--- src/pbls_pkg.sv ---
`timescale 1ns / 1ps

package pbls_pkg;

    // opcodes of a request item
    localparam logic [1:0] OP_WRITE   = 2'd0;
    localparam logic [1:0] OP_SHED    = 2'd1;
    localparam logic [1:0] OP_RECHECK = 2'd2;

    localparam int LOAD_W   = 16;
    localparam int TOTAL_W  = 32;
    localparam int NUM_W    = 7;
    localparam int LEVEL_W  = 24;
    // demand - supply, signed
    localparam int MARGIN_W = LEVEL_W + 1;

    typedef struct packed {
        logic [1:0]                opcode;
        logic [5:0]                entry_index;
        logic signed [LOAD_W-1:0]  entry_power;
        logic [LEVEL_W-1:0]        supply;
        logic [LEVEL_W-1:0]        demand;
    } req_item_t;

    typedef struct packed {
        logic signed [TOTAL_W-1:0] unserved_load;
        logic [NUM_W-1:0]          unserved_entries;
        logic [NUM_W-1:0]          changed_entries;
    } rsp_item_t;

    // outcome of visiting one table entry during a walk
    typedef struct packed {
        logic               flip;
        logic               flag_next;
        logic [TOTAL_W-1:0] unserved_next;
        logic               stop;
    } step_t;

endpackage

--- src/pbls_ram.sv ---
`timescale 1ns / 1ps

module pbls_ram #(
    parameter int WIDTH  = 16,
    parameter int DEPTH  = 64,
    parameter int ADDR_W = (DEPTH > 1) ? $clog2(DEPTH) : 1
) (
    input  logic              clk,
    input  logic              wr_en,
    input  logic [ADDR_W-1:0] wr_addr,
    input  logic [WIDTH-1:0]  wr_data,
    input  logic [ADDR_W-1:0] rd_addr,
    output logic [WIDTH-1:0]  rd_data
);

    logic [WIDTH-1:0] mem [DEPTH];

    always_ff @(posedge clk)
    begin
        if (wr_en)
        begin
            mem[wr_addr] <= wr_data;
        end
        rd_data <= mem[rd_addr];
    end

endmodule

--- src/pbls_eval.sv ---
`timescale 1ns / 1ps

module pbls_eval (
    input  logic [1:0]                             opcode,
    input  logic                                   flag,
    input  logic signed [pbls_pkg::LOAD_W-1:0]     load,
    input  logic [pbls_pkg::TOTAL_W-1:0]           unserved,
    input  logic signed [pbls_pkg::MARGIN_W-1:0]   margin,
    output pbls_pkg::step_t                        step
);

    localparam int TW = pbls_pkg::TOTAL_W;

    logic signed [TW-1:0] load_ext;
    logic signed [TW-1:0] margin_ext;
    logic signed [TW:0]   margin_wide;
    logic signed [TW:0]   diff_wide;
    logic [TW-1:0]        sum;
    logic                 fits;

    always_comb
    begin
        load_ext    = TW'(load);
        margin_ext  = TW'(margin);
        margin_wide = (TW + 1)'(margin);
        sum         = unserved + load_ext;
        // unserved - load without wrap; fits when it still covers demand - supply
        diff_wide   = $signed({unserved[TW-1], unserved}) - (TW + 1)'(load);
        fits        = diff_wide >= margin_wide;

        step.flip          = 1'b0;
        step.flag_next     = flag;
        step.unserved_next = unserved;
        step.stop          = 1'b0;

        if (opcode == pbls_pkg::OP_SHED)
        begin
            step.flip          = !flag && (load > 0);
            step.flag_next     = 1'b1;
            step.unserved_next = sum;
            step.stop          = $signed(sum) >= margin_ext;
        end
        else if (opcode == pbls_pkg::OP_RECHECK)
        begin
            step.flip          = flag && fits;
            step.flag_next     = 1'b0;
            step.unserved_next = diff_wide[TW-1:0];
            step.stop          = $signed(diff_wide[TW-1:0]) == margin_ext;
        end
    end

endmodule

--- src/power_budget_load_shedder.sv ---
`timescale 1ns / 1ps

// Load shedder over a table of consumers.
// req channel (req_valid / req_stall / req): one item per opcode. A write item
// stores an entry's load; a shed item blacks out powered entries in index order
// until demand - unserved <= supply; a recheck item restores blacked-out entries
// that fit, stopping when served load meets supply exactly. Opcode 3 reports only.
// rsp channel (rsp_valid / rsp_stall / rsp): one item per request with the
// unserved total, unserved count and the number of entries switched.
// cfg_wr_en / cfg_wr_data set entry_count (saturated to MAX_ENTRIES at walk start).
// Timing: a write or report item goes from ST_DONE into the output register. A walk
// reads one entry per cycle from the load and flag memories and writes the flag
// back in the same cycle; it visits entries up to the walk length, then its result
// goes from ST_DONE into the output register. The next item is taken in the cycle
// the result appears. One item is in work at a time.
// Reset: the flag memory is cleared one entry a cycle, all MAX_ENTRIES entries, with
// req_stall high; config writes are taken meanwhile. Loads are undefined until
// written. A stalled result waits in the output register; the next item is
// accepted and worked on, and holds before delivery until that register frees.
module power_budget_load_shedder #(
    parameter int MAX_ENTRIES = 64
) (
    input  logic                clk,
    input  logic                rst_n,
    input  logic                cfg_wr_en,
    input  logic [6:0]          cfg_wr_data,
    input  logic                req_valid,
    output logic                req_stall,
    input  pbls_pkg::req_item_t req,
    output logic                rsp_valid,
    input  logic                rsp_stall,
    output pbls_pkg::rsp_item_t rsp
);

    localparam int IDX_W = (MAX_ENTRIES > 1) ? $clog2(MAX_ENTRIES) : 1;
    localparam int CNT_W = IDX_W + 1;
    localparam int TW    = pbls_pkg::TOTAL_W;
    localparam int NW    = pbls_pkg::NUM_W;
    localparam int MW    = pbls_pkg::MARGIN_W;

    typedef enum logic [1:0] {ST_CLEAR, ST_IDLE, ST_WALK, ST_DONE} state_t;

    state_t                  state_reg,           state_next;
    logic [IDX_W-1:0]        clr_idx_reg,         clr_idx_next;
    logic [IDX_W-1:0]        eval_idx_reg,        eval_idx_next;
    logic [CNT_W-1:0]        walk_len_reg,        walk_len_next;
    logic [6:0]              entry_count_reg,     entry_count_next;
    logic [1:0]              op_reg,              op_next;
    logic signed [MW-1:0]    margin_reg,          margin_next;
    logic [TW-1:0]           unserved_total_reg,  unserved_total_next;
    logic [NW-1:0]           unserved_number_reg, unserved_number_next;
    logic [NW-1:0]           changed_reg,         changed_next;
    logic                    rsp_valid_reg,       rsp_valid_next;
    pbls_pkg::rsp_item_t     rsp_reg,             rsp_next;

    logic [CNT_W-1:0]        walk_len_sat;
    logic                    walk_last;
    logic [IDX_W-1:0]        rd_addr;
    logic                    load_we;
    logic [IDX_W-1:0]        load_waddr;
    logic signed [pbls_pkg::LOAD_W-1:0] load_rdata;
    logic                    flag_we;
    logic [IDX_W-1:0]        flag_waddr;
    logic                    flag_wdata;
    logic                    flag_rdata;
    pbls_pkg::step_t         step;

    assign req_stall = (state_reg != ST_IDLE);
    assign rsp_valid = rsp_valid_reg;
    assign rsp       = rsp_reg;

    assign walk_len_sat = (32'(entry_count_reg) > MAX_ENTRIES) ? CNT_W'(MAX_ENTRIES)
                                                                : CNT_W'(entry_count_reg);
    assign walk_last    = (CNT_W'(eval_idx_reg) + CNT_W'(1)) == walk_len_reg;
    // the next entry is read while the current one is evaluated
    assign rd_addr      = (state_reg == ST_WALK) ? eval_idx_reg + IDX_W'(1) : '0;
    assign load_waddr   = IDX_W'(req.entry_index);

    pbls_ram #(
        .WIDTH  (pbls_pkg::LOAD_W),
        .DEPTH  (MAX_ENTRIES),
        .ADDR_W (IDX_W)
    ) u_load_ram (
        .clk     (clk),
        .wr_en   (load_we),
        .wr_addr (load_waddr),
        .wr_data (req.entry_power),
        .rd_addr (rd_addr),
        .rd_data (load_rdata)
    );

    pbls_ram #(
        .WIDTH  (1),
        .DEPTH  (MAX_ENTRIES),
        .ADDR_W (IDX_W)
    ) u_flag_ram (
        .clk     (clk),
        .wr_en   (flag_we),
        .wr_addr (flag_waddr),
        .wr_data (flag_wdata),
        .rd_addr (rd_addr),
        .rd_data (flag_rdata)
    );

    pbls_eval u_eval (
        .opcode   (op_reg),
        .flag     (flag_rdata),
        .load     (load_rdata),
        .unserved (unserved_total_reg),
        .margin   (margin_reg),
        .step     (step)
    );

    always_comb
    begin
        state_next           = state_reg;
        clr_idx_next         = clr_idx_reg;
        eval_idx_next        = eval_idx_reg;
        walk_len_next        = walk_len_reg;
        entry_count_next     = entry_count_reg;
        op_next              = op_reg;
        margin_next          = margin_reg;
        unserved_total_next  = unserved_total_reg;
        unserved_number_next = unserved_number_reg;
        changed_next         = changed_reg;
        rsp_valid_next       = rsp_valid_reg;
        rsp_next             = rsp_reg;
        load_we              = 1'b0;
        flag_we              = 1'b0;
        flag_waddr           = eval_idx_reg;
        flag_wdata           = 1'b0;

        if (rsp_valid_reg && !rsp_stall)
        begin
            rsp_valid_next = 1'b0;
        end

        if (cfg_wr_en)
        begin
            entry_count_next = cfg_wr_data;
        end

        unique case (state_reg)
            ST_CLEAR:
            begin
                flag_we    = 1'b1;
                flag_waddr = clr_idx_reg;
                if (32'(clr_idx_reg) == MAX_ENTRIES - 1)
                begin
                    state_next = ST_IDLE;
                end
                else
                begin
                    clr_idx_next = clr_idx_reg + IDX_W'(1);
                end
            end
            ST_IDLE:
            begin
                if (req_valid)
                begin
                    op_next       = req.opcode;
                    margin_next   = $signed({1'b0, req.demand}) - $signed({1'b0, req.supply});
                    changed_next  = '0;
                    walk_len_next = walk_len_sat;
                    eval_idx_next = '0;
                    if (req.opcode == pbls_pkg::OP_WRITE)
                    begin
                        load_we    = 32'(req.entry_index) < MAX_ENTRIES;
                        state_next = ST_DONE;
                    end
                    else if ((req.opcode == pbls_pkg::OP_SHED ||
                              req.opcode == pbls_pkg::OP_RECHECK) && walk_len_sat != '0)
                    begin
                        state_next = ST_WALK;
                    end
                    else
                    begin
                        state_next = ST_DONE;
                    end
                end
            end
            ST_WALK:
            begin
                if (step.flip)
                begin
                    flag_we             = 1'b1;
                    flag_wdata          = step.flag_next;
                    unserved_total_next = step.unserved_next;
                    changed_next        = changed_reg + NW'(1);
                    if (op_reg == pbls_pkg::OP_SHED)
                    begin
                        unserved_number_next = unserved_number_reg + NW'(1);
                    end
                    else
                    begin
                        unserved_number_next = unserved_number_reg - NW'(1);
                    end
                end
                if ((step.flip && step.stop) || walk_last)
                begin
                    state_next = ST_DONE;
                end
                else
                begin
                    eval_idx_next = eval_idx_reg + IDX_W'(1);
                end
            end
            ST_DONE:
            begin
                if (!rsp_valid_reg || !rsp_stall)
                begin
                    rsp_valid_next                = 1'b1;
                    rsp_next.unserved_load        = unserved_total_reg;
                    rsp_next.unserved_entries     = unserved_number_reg;
                    rsp_next.changed_entries      = changed_reg;
                    state_next                    = ST_IDLE;
                end
            end
            default:
            begin
                state_next = ST_IDLE;
            end
        endcase
    end

    always_ff @(posedge clk or negedge rst_n)
    begin
        if (!rst_n)
        begin
            state_reg           <= ST_CLEAR;
            clr_idx_reg         <= '0;
            eval_idx_reg        <= '0;
            walk_len_reg        <= '0;
            entry_count_reg     <= '0;
            op_reg              <= '0;
            margin_reg          <= '0;
            unserved_total_reg  <= '0;
            unserved_number_reg <= '0;
            changed_reg         <= '0;
            rsp_valid_reg       <= 1'b0;
            rsp_reg             <= '0;
        end
        else
        begin
            state_reg           <= state_next;
            clr_idx_reg         <= clr_idx_next;
            eval_idx_reg        <= eval_idx_next;
            walk_len_reg        <= walk_len_next;
            entry_count_reg     <= entry_count_next;
            op_reg              <= op_next;
            margin_reg          <= margin_next;
            unserved_total_reg  <= unserved_total_next;
            unserved_number_reg <= unserved_number_next;
            changed_reg         <= changed_next;
            rsp_valid_reg       <= rsp_valid_next;
            rsp_reg             <= rsp_next;
        end
    end

    // walk never visits past the saturated entry count
    assert property (@(posedge clk) disable iff (!rst_n)
        state_reg == ST_WALK |-> CNT_W'(eval_idx_reg) < walk_len_reg)
        else $error("walk index beyond walk length");

    // blackout totals only move while walking
    assert property (@(posedge clk) disable iff (!rst_n)
        state_reg != ST_WALK |=> $stable(unserved_number_reg) && $stable(unserved_total_reg))
        else $error("unserved totals changed outside a walk");

    // flag memory is written only by the clearing pass or a walk
    assert property (@(posedge clk) disable iff (!rst_n)
        flag_we |-> (state_reg == ST_CLEAR || state_reg == ST_WALK))
        else $error("flag memory written while idle");

    // one item in work at a time
    assert property (@(posedge clk) disable iff (!rst_n)
        req_valid && !req_stall |=> req_stall)
        else $error("second item accepted before the first completed");

    // a walk cannot end with more switches than entries visited
    assert property (@(posedge clk) disable iff (!rst_n)
        state_reg == ST_WALK |-> 32'(changed_reg) <= 32'(eval_idx_reg))
        else $error("changed count exceeds visited entries");

endmodule
--- config.mk ---
export PLATFORM = sky130hd
export DESIGN_NAME = power_budget_load_shedder
export DESIGN_NICKNAME = d
export VERILOG_FILES = /design/src/pbls_pkg.sv /design/src/pbls_ram.sv /design/src/pbls_eval.sv /design/src/power_budget_load_shedder.sv
export SDC_FILE = /design/constraint.sdc
export NUM_CORES = 2
export LEC_CHECK = 0
export ABC_AREA = 1
export BUFFER_PORTS_ARGS = -buffer_cell sky130_fd_sc_hd__buf_2
export CAP_MARGIN = 20
export CORE_MARGIN = 2
export CORE_UTILIZATION = 55
export DETAILED_ROUTE_END_ITERATION = 12
export GPL_TIMING_DRIVEN = 0
export HOLD_SLACK_MARGIN = 0.1
export PLACE_DENSITY = 0.73
export REMOVE_ABC_BUFFERS = 1
export SETUP_SLACK_MARGIN = 0.15
export SLEW_MARGIN = 10
export SYNTH_ARGS = -nofsm -noshare
export SYNTH_HDL_FRONTEND = slang
export SYNTH_SLANG_ARGS = --single-unit
--- constraint.sdc ---
create_clock -name clk -period 11.6 [get_ports clk]
set_clock_uncertainty 0.1 [all_clocks]
set_input_delay 1.74 -clock clk [delete_from_list [all_inputs] [get_ports clk]]
set_output_delay 1.74 -clock clk [all_outputs]
set_load 0.02 [all_outputs]
Yosys cells after proc, flatten, opt, wreduce, memory -nomap -nowiden
Memory sizes are Yosys's and may differ from the RTL's. A register that Yosys moved wholly into a read port is not among the register bits. Index checks and enable logic that the tools add are counted.

Add/sub/neg operators: 9. Order comparisons: 4. Equal/unequal tests: 17. Multiplexer cells: 33. Bitwise gates (word level): 1. Reduce and logical (&&, ||, !) cells: 24.

Operators by type and width (number): $mux W35 (2); $ge A33 B25 Y1 (1); $sub A32 B16 Y33 (1); $add A32 B32 Y32 (1); $eq A32 B25 Y1 (1); $ge A32 B25 Y1 (1); $mux W7 (4); $sub A24 B24 Y25 (1); $mux W6 (4); $gt A16 B1 Y1 const B (1); $mux W1 (15); $add A7 B1 Y7 const B (2); $pmux W7 S2 (1); $add A6 B1 Y6 const B (2); $pmux W6 S2 (1); $ne A2 B2 Y1 const B (5); $reduce_and A3 Y1 (3); $eq A2 B2 Y1 const B (4); $mux W2 (4); $pmux W2 S4 (1); $reduce_and A2 Y1 (4); $add A6 B1 Y7 const B (1); $eq A7 B7 Y1 (1); $gt A7 B7 Y1 const B (1); other kinds (13) (26).

Register bits: 148. RAM bits: 1088. Bits of input ports: 84. Output and inout port bits: 48. Logic and storage cells: 104. Memories: 2.

Memory list: u_load_ram.mem (words 64, width 16, read ports 1, clocked after Yosys merged registers in 1, write ports 1, line pbls_ram.sv:16) `logic [WIDTH-1:0] mem [DEPTH];`; u_flag_ram.mem (words 64, width 1, read ports 1, clocked after Yosys merged registers in 1, write ports 1, line pbls_ram.sv:16).

Depth between registers and ports, before layout
Depth in word-level cells: 9. Mapped depth: 33. Depth with buffers taken out: 32.

Cells and area by module
From an unflattened synthesis, not the netlist that was laid out.

Cells, all modules: 6055. Area, all modules: 59686.0 µm².

By module, submodules not included: pbls_ram at u_load_ram (instances 1, cells each 3517, area an instance 42099.1 µm², seq. area each 31069.8 µm²); power_budget_load_shedder (instances 1, cells each 925, area an instance 7612.3 µm², seq. area each 3703.6 µm²); pbls_eval (instances 1, cells each 1299, area an instance 6929.1 µm², seq. area each 0.0 µm²); pbls_ram at u_flag_ram (instances 1, cells each 314, area an instance 3045.4 µm², seq. area each 1941.9 µm²).

Worst setup path before layout
OpenSTA, ideal clock, no wires.

Kind: register -> register. Start: reg u_load_ram.rd_data[15], read port of u_load_ram.mem. End: mem u_flag_ram.mem[0] (enable). Setup time: 0.302 ns. Data arrival time: 3.929 ns. Data required time: 11.198 ns. Path slack: 7.269 ns. Stages on the path, launching flop included: 29. Path buffers: 1. Period minus slack after synthesis: 4.331 ns. Cell sequence: dfxtp_1 inv_1 ha_1 buf_2 nand2_1 nor2_1 inv_1 nor3_1 nand3_1 nand2_1 nand2_1 a22oi_1 inv_1 ha_1 nand2_1 inv_1 nand2_1 nand2_1 a21oi_1 nand2_1 nor2_1 nand2_1 nand2_1 nand3_1 nand2_2 nand2_4 nand2_4 nand3_1 nor2_1.

Word-level cells in the longest chain between the ends: 9. Elaborated cells between the ends (all ways): 11. Classes of those cells: add/sub (1); order compare (2); mux (6); reduce/logical (2).

Ends and longest elaborated chain: from (decl) (line pbls_ram.sv:13) `output logic [WIDTH-1:0] rd_data`; $sub A32 B16 Y33 (line pbls_eval.sv:28) `diff_wide = $signed({unserved[TW-1], unserved}) - (TW + 1)'(load);`; $ge A33 B25 Y1 (line pbls_eval.sv:29) `fits = diff_wide >= margin_wide;`; $logic_and A1 B1 Y1 (line pbls_eval.sv:45) `step.flip = flag && fits;`; $mux W35 (line pbls_eval.sv:43) `else if (opcode == pbls_pkg::OP_RECHECK)`; $mux W35 (*) (line pbls_eval.sv:36) `if (opcode == pbls_pkg::OP_SHED)`; $mux W1 (*) (line power_budget_load_shedder.sv:184) `if (step.flip)`; $pmux W1 S2 (*) (line power_budget_load_shedder.sv:143) `unique case (state_reg)`; $mux W1 (*) (line pbls_ram.sv:20) `if (wr_en)`; $mux W1 (not written as such) (*) (line pbls_ram.sv:22) `mem[wr_addr] <= wr_data;`; to (decl) (line pbls_ram.sv:16).

Every way passes the cells marked *; elsewhere a longest branch is shown, timed or not. The select of a mux whose other input is x is not followed.

Worst setup path after layout
Start: reg u_load_ram.rd_data[15], read port of u_load_ram.mem. End: reg unserved_total_reg[9].

Word-level cells in the longest chain between the ends: 6. Elaborated cells between the ends (all ways): 8. Classes of those cells: add/sub (1); order compare (2); mux (2); reduce/logical (3).

Ends and longest elaborated chain: $sub A32 B16 Y33 (line pbls_eval.sv:28); $ge A33 B25 Y1 (line pbls_eval.sv:29); $logic_and A1 B1 Y1 (line pbls_eval.sv:45); $mux W35 (line pbls_eval.sv:43); $mux W35 (*) (line pbls_eval.sv:36); $reduce_and A3 Y1 (no source line) (*); to (signal assigned) (line power_budget_load_shedder.sv:252) `unserved_total_reg <= unserved_total_next;`; to (decl) (line power_budget_load_shedder.sv:50) `logic [TW-1:0] unserved_total_reg, unserved_total_next;`.

Marked as above. A chain may end at the register's enable or synchronous reset.

==> results by group <==
Drt
  • DRT Wirelength: 156,200 µm
  • Vias: 40,780
  • Total DRC errors in the routed layout: 0
  • First drt pass iteration count: 6
  • DR iter-0 viols: 5,157
  • Routed vias/inst: 6.066
  • Remaining antenna violation count: 0
  • Average wire length per cell after detail routing: 23.23 µm

Place
  • Placer congestion estimate: 1.010
  • Placed wire-length estimate after detailed placement: 101,000 µm
  • Place WS: 5.208 ns
  • IO Port Bufs: 131

Flow run
  • Number of violations of the max-capacitance limit: 0

Timing
  • Slack of the critical path: 4.965 ns
  • Shortest clock period the worst path allows after layout: 6.635 ns
  • Worst relative slew slack: 0.2583
  • Setup repair after global routing missed its margin: false
  • Slew Viols, Final: 0
  • Count of endpoints failing setup in the final report: 0
  • Fmax: 150.7 MHz
  • Share of the cycle needed by the critical path after routing: 0.5720
  • Hold violation count in the final report: 0
  • Transition time of the tightest slew-check pin: 1.108 ns

Pwr
  • Power density cells: 138.5 mW/mm²
  • Maximum vdd ir drop: 0.1409 mV
  • Post-layout power: 0.008888 W
  • Leakage: 23.37 nW

Logic synthesis
  • Sequential element share of the synthesized area: 0.6430
  • Most frequent cell after synthesis: edfxtp_1
  • Count of flip-flops with a built-in enable after synthesis: 1,088
  • Post-synth top area cell: edfxtp_1
  • Top cells by area, synth: edfxtp_1 (57%), dfrtp_1 (6.5%), o21ai_0 (6.3%)
  • XOR/XNOR share of the synthesized area: 0.01177
  • Number of instances in the synthesized netlist: 5,173
  • Average instance area after synthesis: 11.04 µm²
  • Total standard cell area after synthesis: 0.05710 mm²
  • Count of synthesis-stage warnings from yosys: 0
  • Simple logic cell fraction of the synthesized area: 0.1194
  • Flops & latches, synth: 1,253
  • Post-synthesis async set-or-reset flop share: 0.1181
  • Adder-Cell Fraction of Synth Area: 0.03799
  • Most frequently used flop master after synthesis: edfxtp_1
  • Number of distinct library cells after synthesis: 60
  • Proportion of synthesized area in mux cells: 0.001183
  • Area fraction in compound gates after synthesis: 0.1410
  • Combinational family with the most area after synthesis: compound AO/OA/AOI/OAI gates
  • Yosys top cell area share: 0.5721
  • Top post-synthesis cells by count: edfxtp_1 (1,088), nor2_1 (854), o21ai_0 (718), nand2_1 (489), inv_1 (324)

CTS
  • TritonCTS clock tree: yes
  • Number of levels in the clock H-tree: 3
  • Resized Gates After CTS: 0
  • Number of buffers created by CTS: 119
  • Clk Tree Root Cell: clkbuf_16
  • Buffers from clock root to sink, at most: 3
  • Clock slew seen by the registers of the worst setup and hold paths: 0.06 ns
  • Setup fix buffers added after clock tree synthesis: 0
  • Hold_buf cts: 0
  • Clock net sink count: 1,253
  • Clock latency reported for the late side of the worst-skew pair: 0.74 ns

Finish
  • Layout-stage area growth over the synthesis result: 12.41%
  • Nets: 5,497
  • Fraction of layout instances using a drive strength above 1: 0.1021
  • Max FFs per register: 1,024

Critical path
  • Worst Reg2Reg Path Length in Cells: 22
  • Largest fanout on the critical path: 64
  • Worst endpoint data arrival time: 7.11 ns
  • Startpoint class of the critical path: register
  • Class of the most critical setup path: register to register
  • Endpoint kind of the worst setup timing path: register
  • Required time of the critical path: 12.08 ns

Floorplan
  • Die W: 326.2 µm
  • DIE HEIGHT: 326.2 µm
  • Std cell rows: 118
  • I/O pin count: 132
  • Die ar.: 0.1064 mm²
  • Starting density of the core: 0.5533
  • Core area: 0.1032 mm²

GRT
  • Antenna violations before repair: 7
  • Global-route usage over all layers: 0.2880
  • Global-route wire length before repair: 233,500 µm
  • Pin count of the biggest net entering global routing: 154
  • Vias in the first global route: 38,540
  • Grt ovf: 0

Hold path
  • Class of the tightest hold or removal check: register to register
  • Instance count along the most critical hold path: 2

Status
  • Status: completed
==> stage by stage <==
| step | utilization | setup TNS [ns] | hold WS (ns) | cells | area (µm²) |
|---|---|---|---|---|---|
| 2_1_floorplan | - | -4.991 | 0.3378 | 4885 | 55760 |
| 3_3_place_gp | 0.5634 | -271.45 | 0.3571 | 6396 | 58140 |
| 3_5_place_dp | 0.5830 | 0 | 0.3592 | 6493 | 60170 |
| 4_1_cts | 0.6202 | 0 | 0.3767 | 6712 | 64010 |
| 5_1_grt | 0.6220 | 0 | 0.3927 | 6722 | 64190 |
| 6_report | 0.6220 | 0 | 0.3727 | 6723 | 64190 |
==> placed cells by master (no fill, tap or decap), types with 21 or more instances in the layout <==
| cell | count |
|---|---|
| nand2_1 | 487 |
| dfrtp_1 | 147 |
| nor3_1 | 39 |
| buf_8 | 53 |
| edfxtp_1 | 1088 |
| nor2_2 | 65 |
| buf_2 | 128 |
| nor2_1 | 788 |
| ha_1 | 166 |
| o22ai_1 | 160 |
| clkbuf_1 | 27 |
| nand3_1 | 205 |
| clkinv_1 | 21 |
| xor2_1 | 65 |
| buf_16 | 25 |
| o21ai_1 | 48 |
| o221ai_1 | 123 |
| clkbuf_16 | 119 |
| o211ai_1 | 101 |
| o21ai_0 | 718 |
| a21oi_1 | 145 |
| nand4_1 | 21 |
| clkinv_2 | 24 |
| inv_1 | 323 |
==> worst max-delay path, cell delays in order (launching register included) <==
cell and delay (ns):
dfxtp_1 0.89, inv_1 0.64, ha_1 0.62, inv_1 0.19, o21ai_0 0.27, a21oi_1 0.33, o21ai_0 0.13, a21oi_1 0.32
nand3_1 0.15, and2_1 0.20, ha_1 0.27, nand2_1 0.14, nor2_1 0.22, nand3_1 0.10, nor2_1 0.16, a21oi_1 0.09
nand3_1 0.11, nand3_1 0.09, nand2_2 0.17, nand2_4 0.20, nor2_8 0.75, nand2_1 0.14, o21ai_0 0.11
==> final timing paths <==
kind | from | to | slack (ns)
worst max-delay path | u_load_ram.rd_data[15] | unserved_total_reg[9] | 4.96
worst min-delay path | rsp[40] | rsp[40] | 0.37
worst max register to register | u_load_ram.rd_data[15] | unserved_total_reg[9] | 4.96
worst min register to register | rsp[40] | rsp[40] | 0.37
max in group asynchronous | rst_n | eval_idx_reg[0] | 9.64
min in group asynchronous | rst_n | unserved_total_reg[13] | 0.84
==> logic make-up after synthesis <==
| logic type | count (synthesis) |
|---|---|
| AND/OR/NAND/NOR | 1667 |
| AO/OA/AOI/OAI | 1376 |
| flip-flops | 1253 |
| buffers and inverters | 625 |
| adder cells (fa/ha/maj) | 171 |
| XOR/XNOR | 75 |
| multiplexers | 6 |
==> routing by layer <==
metal	wire length [µm]	share of wire	track usage
met3	12810	0.082	0.03789
met5	46	0.00029	0
met2	74630	0.48	0.4720
met1	61830	0.40	0.3888
met4	6852	0.044	0.1240
==> power breakdown <==
part	internal [W]	leakage (nW)	switching, W
combinational	0.0000506	9.82	0.000132
clock	0.00214	1.86	0.00167
sequential	0.00490	11.7	0.00000195
total	0.00708	23.4	0.00180
==> layout make-up <==
class	count	area [µm²]
diodes	3	7.507
clock buffers	150	3134
clock inverters	69	704.4
fillers	7922	39010
inverters	337	1290
multi-input cells	3295	18000
flip-flops and latches	1253	36720
well taps	1380	1727
repair buffers	236	2613
No activity file was read; power rests on OpenSTA's default activity.
